**src/rtl/core/c3b_pkg.sv**
```systemverilog
// ----------------------------------------------------------------------------
// c3b_pkg
// shared types and constants of the 3x3 rgb convolution with border modes
// ----------------------------------------------------------------------------
package c3b_pkg;

  localparam int MAX_WIDTH = 1024;
  localparam int COL_W     = $clog2(MAX_WIDTH);
  localparam int FW_W      = 11;
  localparam int FH_W      = 12;
  localparam int ROW_W     = FH_W + 1;
  localparam int COEF_W    = 48;

  typedef logic [23:0] pix_t;

  typedef enum logic [1:0] {
    EDGE_CONST   = 2'd0,
    EDGE_CLAMP   = 2'd1,
    EDGE_REFLECT = 2'd2,
    EDGE_MIRROR  = 2'd3
  } edge_mode_t;

  localparam logic [2:0] REG_FRAME_WIDTH  = 3'd0;
  localparam logic [2:0] REG_FRAME_HEIGHT = 3'd1;
  localparam logic [2:0] REG_EDGE_MODE    = 3'd2;
  localparam logic [2:0] REG_PAD_VALUE    = 3'd3;
  localparam logic [2:0] REG_COEF_TOP     = 3'd4;
  localparam logic [2:0] REG_COEF_MID     = 3'd5;
  localparam logic [2:0] REG_COEF_BOTTOM  = 3'd6;

  // effective geometry and kernel as the datapath sees it
  typedef struct packed {
    logic [FW_W-1:0]   width;
    logic [FH_W-1:0]   height;
    edge_mode_t        mode;
    logic [7:0]        value;
    logic [COEF_W-1:0] coef_top;
    logic [COEF_W-1:0] coef_mid;
    logic [COEF_W-1:0] coef_bot;
  } cfg_t;

  // one output pixel job: resolved 3x3 taps, tap index row*3+col
  typedef struct packed {
    pix_t [8:0] taps;
    logic       eol;
    logic       eof;
  } job_t;

endpackage

```
**src/rtl/core/c3b_regs.sv**
```systemverilog
// ----------------------------------------------------------------------------
// c3b_regs
// apb register file, gives effective frame geometry and kernel
// ----------------------------------------------------------------------------
module c3b_regs (
  input  logic                clk,
  input  logic                rst,
  input  logic                psel,
  input  logic                penable,
  input  logic                pwrite,
  input  logic [5:0]          paddr,
  input  logic [63:0]         pwdata,
  output logic [63:0]         prdata,
  output logic                pready,
  output c3b_pkg::cfg_t       cfg
);

  logic [c3b_pkg::FW_W-1:0]   frame_width;
  logic [c3b_pkg::FH_W-1:0]   frame_height;
  logic [1:0]                 edge_mode;
  logic [7:0]                 pad_value;
  logic [c3b_pkg::COEF_W-1:0] coef_top;
  logic [c3b_pkg::COEF_W-1:0] coef_mid;
  logic [c3b_pkg::COEF_W-1:0] coef_bot;
  logic [2:0]                 idx;
  logic                       wr;

  assign pready = 1'b1;
  assign idx    = paddr[5:3];
  assign wr     = psel && penable && pwrite;

  always_ff @(posedge clk) begin
    if (rst) begin
      frame_width  <= 11'd1024;
      frame_height <= 12'd480;
      edge_mode    <= 2'd0;
      pad_value    <= 8'd0;
      coef_top     <= '0;
      coef_mid     <= 48'd16777216;
      coef_bot     <= '0;
    end else if (wr) begin
      unique case (idx)
        c3b_pkg::REG_FRAME_WIDTH:  frame_width  <= pwdata[c3b_pkg::FW_W-1:0];
        c3b_pkg::REG_FRAME_HEIGHT: frame_height <= pwdata[c3b_pkg::FH_W-1:0];
        c3b_pkg::REG_EDGE_MODE:    edge_mode    <= pwdata[1:0];
        c3b_pkg::REG_PAD_VALUE:    pad_value    <= pwdata[7:0];
        c3b_pkg::REG_COEF_TOP:     coef_top     <= pwdata[c3b_pkg::COEF_W-1:0];
        c3b_pkg::REG_COEF_MID:     coef_mid     <= pwdata[c3b_pkg::COEF_W-1:0];
        c3b_pkg::REG_COEF_BOTTOM:  coef_bot     <= pwdata[c3b_pkg::COEF_W-1:0];
        default: ;
      endcase
    end
  end

  always_comb begin
    unique case (idx)
      c3b_pkg::REG_FRAME_WIDTH:  prdata = 64'(frame_width);
      c3b_pkg::REG_FRAME_HEIGHT: prdata = 64'(frame_height);
      c3b_pkg::REG_EDGE_MODE:    prdata = 64'(edge_mode);
      c3b_pkg::REG_PAD_VALUE:    prdata = 64'(pad_value);
      c3b_pkg::REG_COEF_TOP:     prdata = 64'(coef_top);
      c3b_pkg::REG_COEF_MID:     prdata = 64'(coef_mid);
      c3b_pkg::REG_COEF_BOTTOM:  prdata = 64'(coef_bot);
      default:                   prdata = '0;
    endcase
  end

  // zero width acts as one, above the line store depth clamps to it
  always_comb begin
    if (frame_width == '0) begin
      cfg.width = c3b_pkg::FW_W'(1);
    end else if (frame_width > c3b_pkg::FW_W'(c3b_pkg::MAX_WIDTH)) begin
      cfg.width = c3b_pkg::FW_W'(c3b_pkg::MAX_WIDTH);
    end else begin
      cfg.width = frame_width;
    end
    cfg.height   = (frame_height == '0) ? c3b_pkg::FH_W'(1) : frame_height;
    cfg.mode     = c3b_pkg::edge_mode_t'(edge_mode);
    cfg.value    = pad_value;
    cfg.coef_top = coef_top;
    cfg.coef_mid = coef_mid;
    cfg.coef_bot = coef_bot;
  end

endmodule

```
**config.mk**
```make
export PLATFORM = sky130hd
export DESIGN_NAME = c3b_regs
export DESIGN_NICKNAME = d
export VERILOG_FILES = /design/src/rtl/core/c3b_pkg.sv /design/src/rtl/core/c3b_regs.sv
export SDC_FILE = /design/constraint.sdc
export NUM_CORES = 1
export LEC_CHECK = 0
export BUFFER_PORTS_ARGS = -buffer_cell sky130_fd_sc_hd__buf_2
export CELL_PAD_IN_SITES_DETAIL_PLACEMENT = 1
export CELL_PAD_IN_SITES_GLOBAL_PLACEMENT = 2
export CORE_UTILIZATION = 25
export CTS_CLUSTER_SIZE = 30
export DETAILED_ROUTE_END_ITERATION = 7
export GPL_TIMING_DRIVEN = 0
export PLACE_DENSITY_LB_ADDON = 0.05
export SLEW_MARGIN = 20
export SYNTH_ARGS = -nofsm -noshare
export SYNTH_HDL_FRONTEND = slang
export SYNTH_SLANG_ARGS = --single-unit
```
**constraint.sdc**
```tcl
create_clock -name clk -period 3.45 [get_ports clk]
set_clock_uncertainty 0.05 [all_clocks]
set_input_delay 1.035 -clock clk [delete_from_list [all_inputs] [get_ports clk]]
set_output_delay 1.035 -clock clk [all_outputs]
set_load 0.05 [all_outputs]
```
==> flow_summary.yaml <==
detailed_routing:
  ant_nets: 0
  drc: 0
  wl_per_cell_um: 22.6
  first_pass_iters: 4
  vias_per_cell: 4.70
  wl_mm: 39.9
  drtIter0Drc: 356
  vias: 8326
floorplanning:
  row_count: 68
  die_x_um: 191
  die_h_um: 191
  io_pins: 317
  start_util_pct: 25.6
  dieArea_mm2: 0.0363
  core_mm2: 0.0347
timing:
  rsz0062_at_grt: "true"
  tightestPinTransition_ns: 0.844
  fin_crit_ns: 3.44
  setup_ws_ns: 0.0143
  slew_headroom_pct: 43.8
  drv_slew: 0
  max_freq_ghz: 0.291
  fin_crit_sh_pct: 99.6
  hold_viol_final: 0
  setup_viol: 0
final_layout:
  layout_commonest_cell: "buf_2"
  fill_cells: 4089
  area_growth_pct: 36.8
  drive_above_1_share_pct: 36.5
  mostFrequentLayoutCells: "buf_2 (237), dfxtp_1 (177), mux2i_1 (175)"
  final_core_util_pct: 35.0
  stdcell_area_mm2: 0.0122
  final_nets: 1376
critical_path:
  cp.required_ns: 2.36
  crit_path_end: "prdata[3]"
  startpoint: "paddr[4]"
  reg2reg_from: "frame_width[10]$_SDFFE_PP1P_"
  cp_data_arrival_time_ns: 2.35
  reg2reg_slack_ns: 2.16
  reg2reg_depth: 3
  crit_path_end_kind: "primary output"
  worstReg2RegEnd: "frame_width[10]$_SDFFE_PP1P_"
  worstSetupStartpointType: "input pin"
  path_class: "input pin to primary output"
  path_max_fanout: 6
synthesis:
  async_reset_ff_share_pct: 0
  ys_ff_latch: 177
  synth-edff-count: 0
  yosysSeqAreaShare_pct: 39.9
  syn-mean-instance-area_um2: 9.03
  netlist_area_mm2: 0.00888
  synth.distinct_cells: 41
  ys.flop_type: "dfxtp_1"
  ys_warn_count: 0
  syn_inst: 984
grt:
  grt_pass1_wl_mm: 58.1
  grtUsageTotal_pct: 21.9
  grt_use_met3_pct: 4.03
  grt_overflow_total: 0
  gr-usage-met1_pct: 30.7
  antenna_found_initial: 3
  grt_pass1_vias: 8468
  grtUsageMet2_pct: 34.9
  grt_busiest_layer: "met2"
  grt_max_degree: 18
clock_tree:
  cts.sinks: 177
  cts_buffer_depth: 2
  htree_levels: 4
  cts.hold.buffers_added: 0
  clockRootBuffer: "clkbuf_16"
  path_clk_slew_ns: 0.07
  tritoncts: "built"
  clock_latency_ns: 0.43
  cts-buffers-inserted: 17
placement:
  gp_congestion: 0.789
  place.port_buffers: 279
  dp.final_hpwl_mm: 29.7
  place_ws_ns: -0.718
  placed_cell_area_mm2: 0.0111
power:
  seq_power_share_pct: 44.5
  power.net_switching_mw: 1.40
  p_int_mw: 3.25
  p_comb_share_pct: 13.0
  peakVddDrop_v: 0.000329
  clockPowerShare_pct: 42.5
  leakage_nw: 5.61
  p_per_area_mw_per_mm2: 383
  swShare_pct: 30.2
hold_path:
  min_path_type: "flip-flop to flip-flop"
job:
  drv_cap: 0
status:
  outcome: "completed"
==> cells in the mapped netlist, types with 2 or more instances <==
| cell | instances | area (um^2) |
|---|---|---|
| a211o_1 | 4 | 35.0 |
| a21boi_0 | 4 | 30.0 |
| a21oi_1 | 84 | 420 |
| a221oi_1 | 6 | 52.6 |
| a22oi_1 | 8 | 60.1 |
| a2bb2oi_1 | 4 | 35.0 |
| buf_1 | 9 | 33.8 |
| buf_2 | 12 | 60.1 |
| buf_4 | 26 | 195 |
| buf_6 | 5 | 56.3 |
| clkbuf_1 | 60 | 225 |
| conb_1 | 2 | 7.51 |
| dfxtp_1 | 177 | 3540 |
| inv_1 | 2 | 7.51 |
| mux2_2 | 8 | 90.1 |
| mux2i_1 | 176 | 1760 |
| nand2_1 | 40 | 150 |
| nand2b_1 | 173 | 1080 |
| nand3_1 | 45 | 225 |
| nor2_1 | 10 | 37.5 |
| nor2b_1 | 16 | 100 |
| nor3_1 | 4 | 20.0 |
| nor4_1 | 3 | 18.8 |
| o21ai_0 | 48 | 240 |
| o221a_2 | 2 | 22.5 |
| o22ai_1 | 2 | 12.5 |
| o31ai_1 | 2 | 15.0 |
| or2_2 | 36 | 225 |
| or3_1 | 4 | 25.0 |
==> metal layers <==
metal,vias up,routed length (um)
li1,3984,-
met1,4088,19300
met2,228,18300
met3,24,1940
met4,2,419
met5,-,8
==> state kept, by name, indices dropped and copies added (netlist names) <==
register,cells
coef_bot,48
coef_mid,48
coef_top,48
frame_height,12
frame_width,11
pad_value,8
edge_mode,2
==> power groups by stage <==
| stage | combinational [mW] | sequential (mW) | clock (mW) |
|---|---|---|---|
| after global routing | 0.641 | 2.07 | 2.11 |
| after floorplan | 0.309 | 2.16 | 0 |
| final | 0.605 | 2.07 | 1.98 |
| after global placement | 0.562 | 2.12 | 0 |
| after CTS | 0.596 | 2.07 | 2.03 |
| after detailed placement | 0.563 | 2.12 | 0 |
==> metrics by stage <==
stage | total power [mW] | TNS [ns] | cells | hold WS, ns
detailed placement | 2.68 | -25.65 | 1733 | 0.432
global placement | 2.68 | -24.56 | 1733 | 0.422
global route | 4.82 | -0.0453 | 1769 | 0.470
CTS | 4.69 | -0.0895 | 1767 | 0.445
finish | 4.65 | 0 | 1770 | 0.443
floorplan | 2.47 | -0.290 | 999 | 0.414
==> area by class of cell <==
class | instances | area [um^2] | area share [%]
inverter | 3 | 12.5 | 0.103
buffer | 112 | 738 | 6.07
multi-input combinational | 707 | 5090 | 41.9
sequential | 177 | 3540 | 29.2
clock buffer | 20 | 457 | 3.76
antenna | 1 | 2.50 | 0.0206
timing repair buffer | 283 | 1630 | 13.4
clock inverter | 12 | 115 | 0.947
tap | 455 | 569 | 4.68
==> worst max-delay path, stage by stage <==
cell and delay (ns):
clkbuf_4 0.16, buf_12 0.15, buf_12 0.13, mux2_2 0.35, a221oi_2 0.25, a21oi_2 0.08, buf_4 0.20
==> how the worst min path moves through the flow <==
stage | start | endpoint | slack, ns | cells after the start
finish | coef_top[21]$_SDFFE_PP0P_ | coef_top[21]$_SDFFE_PP0P_ | 0.44 | 2
global route | coef_top[36]$_SDFFE_PP0P_ | coef_top[36]$_SDFFE_PP0P_ | 0.47 | 2
CTS | coef_mid[42]$_SDFFE_PP0P_ | coef_mid[42]$_SDFFE_PP0P_ | 0.44 | 2
detailed placement | coef_top[21]$_SDFFE_PP0P_ | coef_top[21]$_SDFFE_PP0P_ | 0.43 | 2
global placement | coef_top[24]$_SDFFE_PP0P_ | coef_top[24]$_SDFFE_PP0P_ | 0.42 | 2
floorplan | frame_width[0]$_SDFFE_PP0P_ | frame_width[0]$_SDFFE_PP0P_ | 0.41 | 2
==> cells by family after synthesis <==
| logic type | share of synthesized area [%] |
|---|---|
| compound gates | 10.9 |
| buf+inv | 6.55 |
| flops | 39.9 |
| mux | 20.8 |
| other cells | 0.0845 |
| simple gates | 21.8 |
==> repair_timing <==
item	CTS	global route
endpoints found under the hold margin	0	0
setup endpoints to repair	48	44
buffers inserted	2	0
gates cloned	0	2
resized for setup	101	37
pin swaps	0	1
No activity file was read; power rests on OpenSTA's default activity.
