==> src/rtl/core/c3b_pkg.sv <==
// ----------------------------------------------------------------------------
// c3b_pkg
// shared types and constants of the 3x3 rgb convolution with border modes
// ----------------------------------------------------------------------------
package c3b_pkg;

  localparam int MAX_WIDTH = 1024;
  localparam int COL_W     = $clog2(MAX_WIDTH);
  localparam int FW_W      = 11;
  localparam int FH_W      = 12;
  localparam int ROW_W     = FH_W + 1;
  localparam int COEF_W    = 48;

  typedef logic [23:0] pix_t;

  typedef enum logic [1:0] {
    EDGE_CONST   = 2'd0,
    EDGE_CLAMP   = 2'd1,
    EDGE_REFLECT = 2'd2,
    EDGE_MIRROR  = 2'd3
  } edge_mode_t;

  localparam logic [2:0] REG_FRAME_WIDTH  = 3'd0;
  localparam logic [2:0] REG_FRAME_HEIGHT = 3'd1;
  localparam logic [2:0] REG_EDGE_MODE    = 3'd2;
  localparam logic [2:0] REG_PAD_VALUE    = 3'd3;
  localparam logic [2:0] REG_COEF_TOP     = 3'd4;
  localparam logic [2:0] REG_COEF_MID     = 3'd5;
  localparam logic [2:0] REG_COEF_BOTTOM  = 3'd6;

  // effective geometry and kernel as the datapath sees it
  typedef struct packed {
    logic [FW_W-1:0]   width;
    logic [FH_W-1:0]   height;
    edge_mode_t        mode;
    logic [7:0]        value;
    logic [COEF_W-1:0] coef_top;
    logic [COEF_W-1:0] coef_mid;
    logic [COEF_W-1:0] coef_bot;
  } cfg_t;

  // one output pixel job: resolved 3x3 taps, tap index row*3+col
  typedef struct packed {
    pix_t [8:0] taps;
    logic       eol;
    logic       eof;
  } job_t;

endpackage

==> src/rtl/core/c3b_queue.sv <==
// ----------------------------------------------------------------------------
// c3b_queue
// two-entry job queue between tap selection and the mac pipeline
// ----------------------------------------------------------------------------
module c3b_queue (
  input  logic          clk,
  input  logic          rst,
  input  logic          push_valid,
  output logic          push_ready,
  input  c3b_pkg::job_t push_data,
  output logic          pop_valid,
  input  logic          pop_ready,
  output c3b_pkg::job_t pop_data
);

  c3b_pkg::job_t slot [2];
  logic          wptr;
  logic          rptr;
  logic [1:0]    count;
  logic          push;
  logic          pop;

  assign push_ready = count != 2'd2;
  assign pop_valid  = count != 2'd0;
  assign push       = push_valid && push_ready;
  assign pop        = pop_valid && pop_ready;
  assign pop_data   = slot[rptr];

  always_ff @(posedge clk) begin
    if (push) begin
      slot[wptr] <= push_data;
    end
  end

  always_ff @(posedge clk) begin
    if (rst) begin
      wptr  <= 1'b0;
      rptr  <= 1'b0;
      count <= 2'd0;
    end else begin
      if (push) begin
        wptr <= !wptr;
      end
      if (pop) begin
        rptr <= !rptr;
      end
      unique case ({push, pop})
        2'b10:   count <= count + 2'd1;
        2'b01:   count <= count - 2'd1;
        default: count <= count;
      endcase
    end
  end

endmodule

==> config.mk <==
export PLATFORM = sky130hd
export DESIGN_NAME = c3b_queue
export DESIGN_NICKNAME = d
export VERILOG_FILES = /design/src/rtl/core/c3b_pkg.sv /design/src/rtl/core/c3b_queue.sv
export SDC_FILE = /design/constraint.sdc
export NUM_CORES = 1
export LEC_CHECK = 0
export ABC_AREA = 1
export BUFFER_PORTS_ARGS = -buffer_cell sky130_fd_sc_hd__buf_2
export CORE_MARGIN = 2
export CORE_UTILIZATION = 25
export DETAILED_ROUTE_END_ITERATION = 10
export SYNTH_ARGS = -nofsm -noshare
export SYNTH_HDL_FRONTEND = slang
export SYNTH_SLANG_ARGS = --single-unit
export TNS_END_PERCENT = 30
==> constraint.sdc <==
create_clock -name clk -period 26.5 [get_ports clk]
set_input_delay 0 -clock clk [delete_from_list [all_inputs] [get_ports clk]]
set_output_delay 0 -clock clk [all_outputs]
set_load 0.1 [all_outputs]
==> results of run 1 <==
where the power goes:
| group | leakage [nW] | total [mW] | internal, mW | switching, mW |
|---|---|---|---|---|
| Combinational | 3.95 | 0.872 | 0.183 | 0.689 |
| Clock | 0.713 | 0.618 | 0.362 | 0.256 |
| Sequential | 4.12 | 0.878 | 0.855 | 0.0230 |
layout make-up:
type	instances	area, um2	share of cell area [%]
sequential	441	13200	56.88
timing repair buffer	673	4502	19.40
multi-input combinational	243	2957	12.74
clock buffer	53	1199	5.166
tap	855	1070	4.611
clock inverter	28	244.0	1.052
inverter	8	30.03	0.1294
antenna	2	5.005	0.02157
flip-flops by register name, summed over array words and instances, names as in the netlist, named ones only:
signal	cells
slot	436
wptr	1
rptr	1
count	2
path summary, 6_finish.rpt:
check | from | endpoint | cells past startpoint
worst max-delay path | register | pop_data[99] | 4
worst min-delay path | push_data[127] | slot[1][127] | 2
worst min register to register | rptr | register | 2
worst max register to register | count[0] | slot[0][99] | 7
logic make-up after synthesis:
| group | count (synthesis) |
|---|---|
| flops | 441 |
| mux | 218 |
| buf+inv | 32 |
| simple gates | 19 |
| compound gates | 5 |
| fa+ha+maj | 1 |
through the flow:
stage               cell area (um2)  hold WS [ns]  cells  setup slack, ns
finish                        23200        0.1637   2303            22.65
global route                  23200        0.1248   2303            22.40
CTS                           23200        0.1111   2301            22.56
detailed placement            19540        0.1913   1999            23.18
global placement              19540        0.1870   1999            23.29
floorplan                     16400       0.09887    716            15.27
Yosys cell counts:
cell type | n | area, um2
mux2_4 | 100 | 1501
nand2_1 | 8 | 30.03
a21oi_1 | 2 | 10.01
ha_1 | 1 | 12.51
inv_1 | 8 | 30.03
buf_2 | 10 | 50.05
nand4_1 | 1 | 6.260
nor2_1 | 10 | 37.54
buf_6 | 2 | 22.52
buf_4 | 2 | 15.01
edfxtp_1 | 436 | 13090
buf_8 | 10 | 150.1
mux2_2 | 118 | 1329
o21ai_0 | 3 | 15.01
dfxtp_1 | 5 | 100.1
metal layers:
layer,GRT usage [%],share of wire (%),up-vias
li1,-,-,4236
met1,11.52,39,4416
met2,18.06,50,328
met3,3.947,8.8,72
met4,3.746,2.8,0
met5,0,0,-
==> results by group, run 1 <==
Outcome
  • Outcome: finished clean

Pwr
  • Worst vdd ir: between 0.06 and 0.07 mV
  • Power Density: 102.1 mW/mm2
  • Leakage: a little under 9 nW
  • Final Total Pwr: between 2 and 2.5 mW

Logic synthesis
  • Syn Inst Count: about 720
  • Adder-cell share of the synthesized area: less than 1%
  • Ys Warns: 0
  • Syn avg cell area: roughly 23 um2
  • Syn nets: about 940
  • Largest family of logic cells by synthesized area: multiplexers
  • Mapped cell area: approximately 0.016 mm2
  • Unique masters post-synth: 15
  • Complex-gate fraction of the synthesized area: less than 1%
  • Synth Area in Simple Gates: 0.4501%
  • Mux share of post-synthesis cell area: between 10% and 20%
  • Post-synthesis xor/xnor area fraction: 0%
  • Seq/Total Area, Yosys: 80.43%
  • Yosys reg bits: roughly 440

Global route
  • Vias in the first global route: 9854
  • Remaining global-route overflow: 0
  • Largest net degree at the start of global routing: 67
  • Initial antenna violation count: 2
  • First-pass GRT wire length: around 55000 um
  • GRT Total Usage: 10.37%

Clock network
  • # hold bufs at CTS: 221
  • Clock Pin Slew Worst Setup and Hold Paths: approximately 0.06 ns
  • Cts bufs inserted: 46
  • Postcts setup bufs: 0
  • CTS H-tree lvls: 2
  • Clock Latency Late Sink: between 0.5 and 0.6 ns
  • Clk sinks: approximately 440
  • Clock buffer depth: 3
  • CTS root buf: clkbuf_16
  • CTS tree: yes
  • Post-CTS sizing: 0

Critical path
  • Critical path capture point type: output pin
  • CP peak stage delay: around 0.9 ns
  • CP max stage cell: buf_4
  • WP data required: around 27 ns
  • Reg2reg setup slack: 23.21 ns
  • CP most frequent cell: buf_4
  • Startpoint Class: register
  • WP data arrival: ~3.9 ns
  • Critical-path maximum fanout: between 60 and 70
  • WP buf/inv: 3
  • CP top delay family: buffers and inverters
  • Kind of critical path: register to output pin
  • Critical-path cell list: buf_4 > buf_4 > mux2_4 > buf_2

STA
  • Setup violators final: 0
  • Final hold viol count: 0
  • Fin crit period: a little under 4 ns
  • Worst Clk Skew: around 0.0075 ns
  • Fmax: roughly 260 MHz
  • Setup TNS: 0 ns
  • Fin. max-slew vios: 0
  • Slew Limit Headroom: approximately a third
  • RSZ-0062 raised after global routing: false
  • Worst slew pin tran: a little over 1 ns
  • Tcrit/Tclk final: roughly 15%

Drt
  • DRC viols: 0
  • TritonRoute pass-1 iters: 4
  • Vias/cell: 3.931
  • Starting DRT DRC Count: between 400 and 500
  • Wire per inst: 16.02 um
  • Final wirelength: about 37000 um
  • ANT nets after route: 0
  • Vias: 9052

Die
  • Top Ports: about 440
  • Core Region: ~0.065 mm2
  • Die area: roughly 0.068 mm2
  • Die width: between 200 and 300 um
  • Initial core utilization: around a quarter
  • Die height: 260.1 um
  • Cell Rows: 93

Cells and area
  • Most frequent cells in the layout: 441 x buf_2, 436 x edfxtp_1, 221 x dlygate4sd3_1, 118 x mux2_2, 100 x mux2_4
  • Post-layout util: a little over a third
  • Area growth from synthesis to layout: 41.46%
  • Most common cell after layout, fill and taps aside: buf_2
  • # fillers: between 6000 and 7000
  • Layout cells sized above 1: about half
  • Nets: approximately 1600

Placement
  • Final GP Congestion: ~0.8
  • Hpwl dp: ~25000 um
  • Port Buffers: 441

Hold path
  • HP Class: primary input to register

Job
  • Max cap viols: 0
Power figures use the tool's default switching activity.
==> run 2: changes to the inputs <==
==> constraint.sdc (replaced) <==
create_clock -name clk -period 4 [get_ports clk]
set_input_delay 0 -clock clk [delete_from_list [all_inputs] [get_ports clk]]
set_output_delay 0 -clock clk [all_outputs]
set_load 0.1 [all_outputs]
==> run 2 against run 1 <==
Sequential power increased to 6.6 times the previous value. Wire length increased by 0.76%. Clock power grew to 6.6 times the previous value. Clock skew grew 0.0044 ns. Sequential share of layout area shrank 0.41 points. Highest routed layer unchanged. Core utilization is 0.27 points higher. Design area increased by 0.74%. Critical path depth shrank 1. Combinational power rose to 6.7 times the previous value. First-iteration DRC count up 27%.
==> results by group, run 2 (synthesis gave the netlist of run 1 again) <==
Clock network
  • CTS root buf: clkbuf_16
  • # hold bufs at CTS: roughly 220
  • Clk sinks: around 440
  • Postcts setup bufs: 0
  • Clock buffer depth: 3
  • Cts bufs inserted: between 40 and 50
  • Clock Latency Late Sink: around 0.56 ns
  • Clock Pin Slew Worst Setup and Hold Paths: about 0.060 ns
  • CTS tree: yes
  • Post-CTS sizing: 0
  • CTS H-tree lvls: 2

STA
  • Worst slew pin tran: 0.7058 ns
  • Tcrit/Tclk final: 63.75%
  • Fmax: between 300 and 400 MHz
  • RSZ-0062 raised after global routing: false
  • Final hold viol count: 0
  • Setup violators final: 0
  • Worst Clk Skew: between 0.01 and 0.015 ns
  • Slew Limit Headroom: a little over half
  • Final hold slack: approximately 0.16 ns
  • Fin. max-slew vios: 0
  • Fin crit period: 2.550 ns

Global route
  • GRT Total Usage: between 10% and 20%
  • Remaining global-route overflow: 0
  • Largest net degree at the start of global routing: 97
  • First-pass GRT wire length: roughly 55000 um
  • Vias in the first global route: ~9900
  • Initial antenna violation count: 1

Critical path
  • WP data required: 4.00 ns
  • R2r endpoint: slot[0][36]
  • Critical-path maximum fanout: 57
  • CP peak stage delay: 0.81 ns
  • FF-to-FF Start: count[0]
  • Worst R2R Path Depth: 5
  • CP top delay family: flip-flops
  • Startpoint Class: register
  • WP buf/inv: 2
  • WP data arrival: 2.55 ns
  • CP max stage cell: dfxtp_4
  • Critical-path cell list: buf_12 > mux2_2 > buf_2
  • Critical path capture point type: output pin
  • Kind of critical path: register to output pin
  • Reg2reg setup slack: about 2.0 ns

Cells and area
  • Post-layout util: a little over a third
  • Area growth from synthesis to layout: 42.51%
  • Max reg flops: around 440
  • Top Registers: slot: 436 flops, count: 2 flops
  • Largest reg by FF count: slot
  • Most common cell after layout, fill and taps aside: buf_2
  • Most frequent cells in the layout: 441 x buf_2, 436 x edfxtp_1, 221 x dlygate4sd3_1, 118 x mux2_2, 100 x mux2_4
  • Layout cells sized above 1: between 50% and 60%
  • Nets: roughly 1600

Placement
  • Final GP Congestion: between 0.7 and 0.8
  • Hpwl dp: ~24000 um
  • Port Buffers: between 400 and 500

Die
  • Initial core utilization: 25.35%
  • Die area: roughly 0.068 mm2
  • Core Region: between 0.06 and 0.07 mm2
  • Cell Rows: 93
  • Die width: between 200 and 300 um
  • Die height: ~260 um
  • Top Ports: approximately 440

Pwr
  • Worst vdd ir: around 0.55 mV
  • Power Density: between 600 and 700 mW/mm2
  • Leakage: ~8.8 nW

Drt
  • Wire per inst: ~16 um
  • TritonRoute pass-1 iters: 4
  • ANT nets after route: 0
  • Vias: approximately 9000
  • DRC viols: 0
  • Final wirelength: between 30000 and 40000 um
  • Vias/cell: between 3 and 4
  • Starting DRT DRC Count: 541

Hold path
  • Hold worst-path end: slot[1][189]
  • Min-delay src: push_data[189]
  • Hold Crit Depth: 2
  • HP Class: primary input to register

Outcome
  • Outcome: finished clean

Job
  • Max cap viols: 0
## run 2: per-stage QoR
| stage | total power, mW | instance area [um2] | worst slack [ns] | cells | setup TNS (ns) |
|---|---|---|---|---|---|
| 2_1_floorplan | 10.87 | 16450 | -0.3173 | 716 | -134.98 |
| 3_5_place_dp | 11.63 | 19730 | 1.933 | 2007 | 0 |
| 4_1_cts | 15.93 | 23370 | 1.308 | 2310 | 0 |
| 5_1_grt | 16.27 | 23370 | 1.280 | 2311 | 0 |
| 3_3_place_gp | 11.58 | 19730 | 1.960 | 2007 | 0 |
| 6_report | 15.73 | 23370 | 1.450 | 2311 | 0 |
## run 2: cell type report
cell class | instances | area (um2)
Fill cell | 6071 | 41320
Sequential cell | 441 | 13200
Timing Repair Buffer | 681 | 4649
Multi-Input combinational cell | 243 | 2989
Clock buffer | 59 | 1264
Tap cell | 855 | 1070
Clock inverter | 23 | 170.2
Inverter | 8 | 32.53
Antenna cell | 1 | 2.502
## run 2: where the power goes
group	leakage, nW	internal [mW]	switching (mW)	total, mW
registers	4.12	5.66	0.159	5.82
clock network	0.688	2.35	1.70	4.06
logic	4.02	1.26	4.60	5.85
## run 2: worst max-delay path by stage
stage | startpoint | to | slack [ns] | cells past startpoint
detailed placement | register | pop_data[213] | 1.93 | 3
CTS | register | pop_data[213] | 1.31 | 3
global route | register | pop_data[213] | 1.28 | 3
finish | register | pop_data[61] | 1.45 | 3
floorplan | count[0] | slot[0][0] | -0.32 | 4
global placement | register | pop_data[213] | 1.96 | 3
## run 2: routing by layer
metal | global-route usage (%) | up-vias | wire, um
li1 | - | 4258 | -
met1 | 11.43 | 4438 | 14300
met2 | 18.53 | 329 | 19090
met3 | 3.314 | 71 | 2723
met4 | 3.841 | 0 | 1047
met5 | 0 | - | 0
==> run 3: changes to the inputs <==
==> constraint.sdc (replaced) <==
create_clock -name clk -period 2.3 [get_ports clk]
set_input_delay 0 -clock clk [delete_from_list [all_inputs] [get_ports clk]]
set_output_delay 0 -clock clk [all_outputs]
set_load 0.1 [all_outputs]
==> run 3 against run 2 <==
Critical path depth increased by 1. Global-route usage increased by 0.55 points. Sequential power increased by 74%. Cell count increased by 1.3%. Hold slack got worse by 0.0072 ns. Combinational power increased by 90%. Largest power group unchanged.
==> results by group, run 3 (synthesis gave the netlist of run 1 again) <==
Critical path
  • Critical path capture point type: output pin
  • WP data required: 2.30 ns
  • CP peak stage delay: between 0.4 and 0.5 ns
  • Critical-path maximum fanout: 16
  • CP top delay family: buffers and inverters
  • WP data arrival: between 2 and 2.5 ns
  • WP buf/inv: 3
  • Kind of critical path: register to output pin
  • Critical-path cell list: buf_12 > buf_4 > mux2_2 > buf_2
  • Startpoint Class: register
  • CP max stage cell: dfxtp_4

Drt
  • Starting DRT DRC Count: about 430
  • Vias/cell: ~4.0
  • Final wirelength: around 38000 um
  • DRC viols: 0
  • TritonRoute pass-1 iters: 4
  • Vias: 9308
  • Wire per inst: 16.42 um
  • ANT nets after route: 0

STA
  • Worst slew pin tran: between 0.5 and 0.6 ns
  • Fin crit period: around 2.1 ns
  • Final hold viol count: 0
  • Final hold slack: 0.1554 ns
  • Fmax: ~480 MHz
  • Worst Clk Skew: around 0.015 ns
  • Tcrit/Tclk final: between 90 and 100%
  • Post-route setup slack: between 0.2 and 0.25 ns
  • Fin. max-slew vios: 0
  • Setup violators final: 0
  • RSZ-0062 raised after global routing: false
  • Slew Limit Headroom: roughly 65%

Cells and area
  • Register Area: approximately 0.013 mm2
  • Post-layout util: a little under two fifths
  • Most common cell after layout, fill and taps aside: edfxtp_1
  • Area of the multi-input gates: between 0.002 and 0.003 mm2
  • Largest reg by FF count: slot
  • # fillers: between 5000 and 6000
  • Area growth from synthesis to layout: 48.48%
  • Max reg flops: 436
  • Top Registers: slot: 436 flops, count: 2 flops
  • Layout cells sized above 1: a little over half
  • Most frequent cells in the layout: 436 x edfxtp_1, 395 x buf_2, 222 x dlygate4sd3_1, 118 x mux2_2, 100 x mux2_4
  • Fin area: 0.02435 mm2
  • Nets: 1674

Die
  • Die area: between 0.06 and 0.07 mm2
  • Cell Rows: between 90 and 100
  • Top Ports: 442
  • Core Region: roughly 0.065 mm2
  • Initial core utilization: about a quarter
  • Die height: between 200 and 300 um
  • Die width: 260.1 um

Placement
  • Port Buffers: around 440
  • Setup slack at placement: approximately 0.58 ns
  • Final GP Congestion: 0.7516
  • Hpwl dp: 25230 um
  • Placed cell area: 0.02066 mm2

Pwr
  • Worst vdd ir: 0.7218 mV
  • Final Total Pwr: ~28 mW
  • Leakage: 9.255 nW
  • Power Density: between 1000 and 1500 mW/mm2

Hold path
  • HP Class: primary input to register

Clock network
  • CTS root buf: clkbuf_16
  • Cts bufs inserted: 49
  • CTS tree: yes
  • Clock Pin Slew Worst Setup and Hold Paths: around 0.060 ns
  • Clock Latency Late Sink: about 0.56 ns
  • Clock buffer depth: 3
  • Clk sinks: 441
  • CTS H-tree lvls: 2
  • Post-CTS sizing: 0

Job
  • Max cap viols: 0

Global route
  • GRT Total Usage: a little over a tenth
  • First-pass GRT wire length: 57590 um
  • Vias in the first global route: 10260
  • Largest net degree at the start of global routing: 68
  • Remaining global-route overflow: 0
  • Initial antenna violation count: 0

Outcome
  • Outcome: finished clean
## run 3: changes by cell type in the layout (fill, tap and decap cells not counted), moves of 2 or more
cell,before,now
clkinv_2,5,7
buf_2,441,395
buf_4,12,32
clkinv_1,10,12
buf_12,7,59
clkinvlp_4,4,1
## run 3: final timing paths
path | start | end | slack [ns] | cells past startpoint
max | register | pop_data[0] | 0.21 | 4
min | push_data[64] | slot[0][64] | 0.16 | 2
max reg2reg | count[1] | count[0] | 0.45 | 7
min reg2reg | rptr | rptr | 0.50 | 2
## run 3: cell type report
type	instances	area share, %
Clock inverter	25	0.7141
Clock buffer	60	5.204
Timing Repair Buffer	708	23.08
Inverter	8	0.1336
Tap cell	855	4.393
Antenna cell	1	0.01028
Multi-Input combinational cell	243	12.27
Sequential cell	441	54.19
## run 3: report_power, final
part / internal [mW] / switching [mW] / total, mW
logic: 2.91 / 8.21 / 11.1
clock network: 4.11 / 3.02 / 7.13
registers: 9.83 / 0.218 / 10.1
total: 16.9 / 11.5 / 28.3
## run 3: worst register-to-register path: stages (launching register included)
cell and delay (ns):
dfxtp_1 0.48, inv_1 0.07, nand2_1 0.10, nand2_1 0.08
inv_1 0.10, ha_1 0.25, dlygate4sd3_1 0.56, a21oi_1 0.14
## run 3: what timing repair did
action                                 4_1_cts  5_1_grt
endpoints found under the hold margin      445        0
hold buffers                               222        0
setup buffers                                4        0
setup endpoints to repair                    9        0
## run 3: routing by layer
| layer | share of wire [%] | GRT usage, % |
|---|---|---|
| met4 | 3.2 | 4.159 |
| met2 | 51 | 19.72 |
| met3 | 7.1 | 3.333 |
| met1 | 38 | 11.90 |
| met5 | 0 | 0 |
## run 3: per-stage QoR
stage               TNS [ns]  cells
floorplan            -876.18    716
global placement           0   2029
detailed placement         0   2029
CTS                        0   2340
global route               0   2340
finish                     0   2341
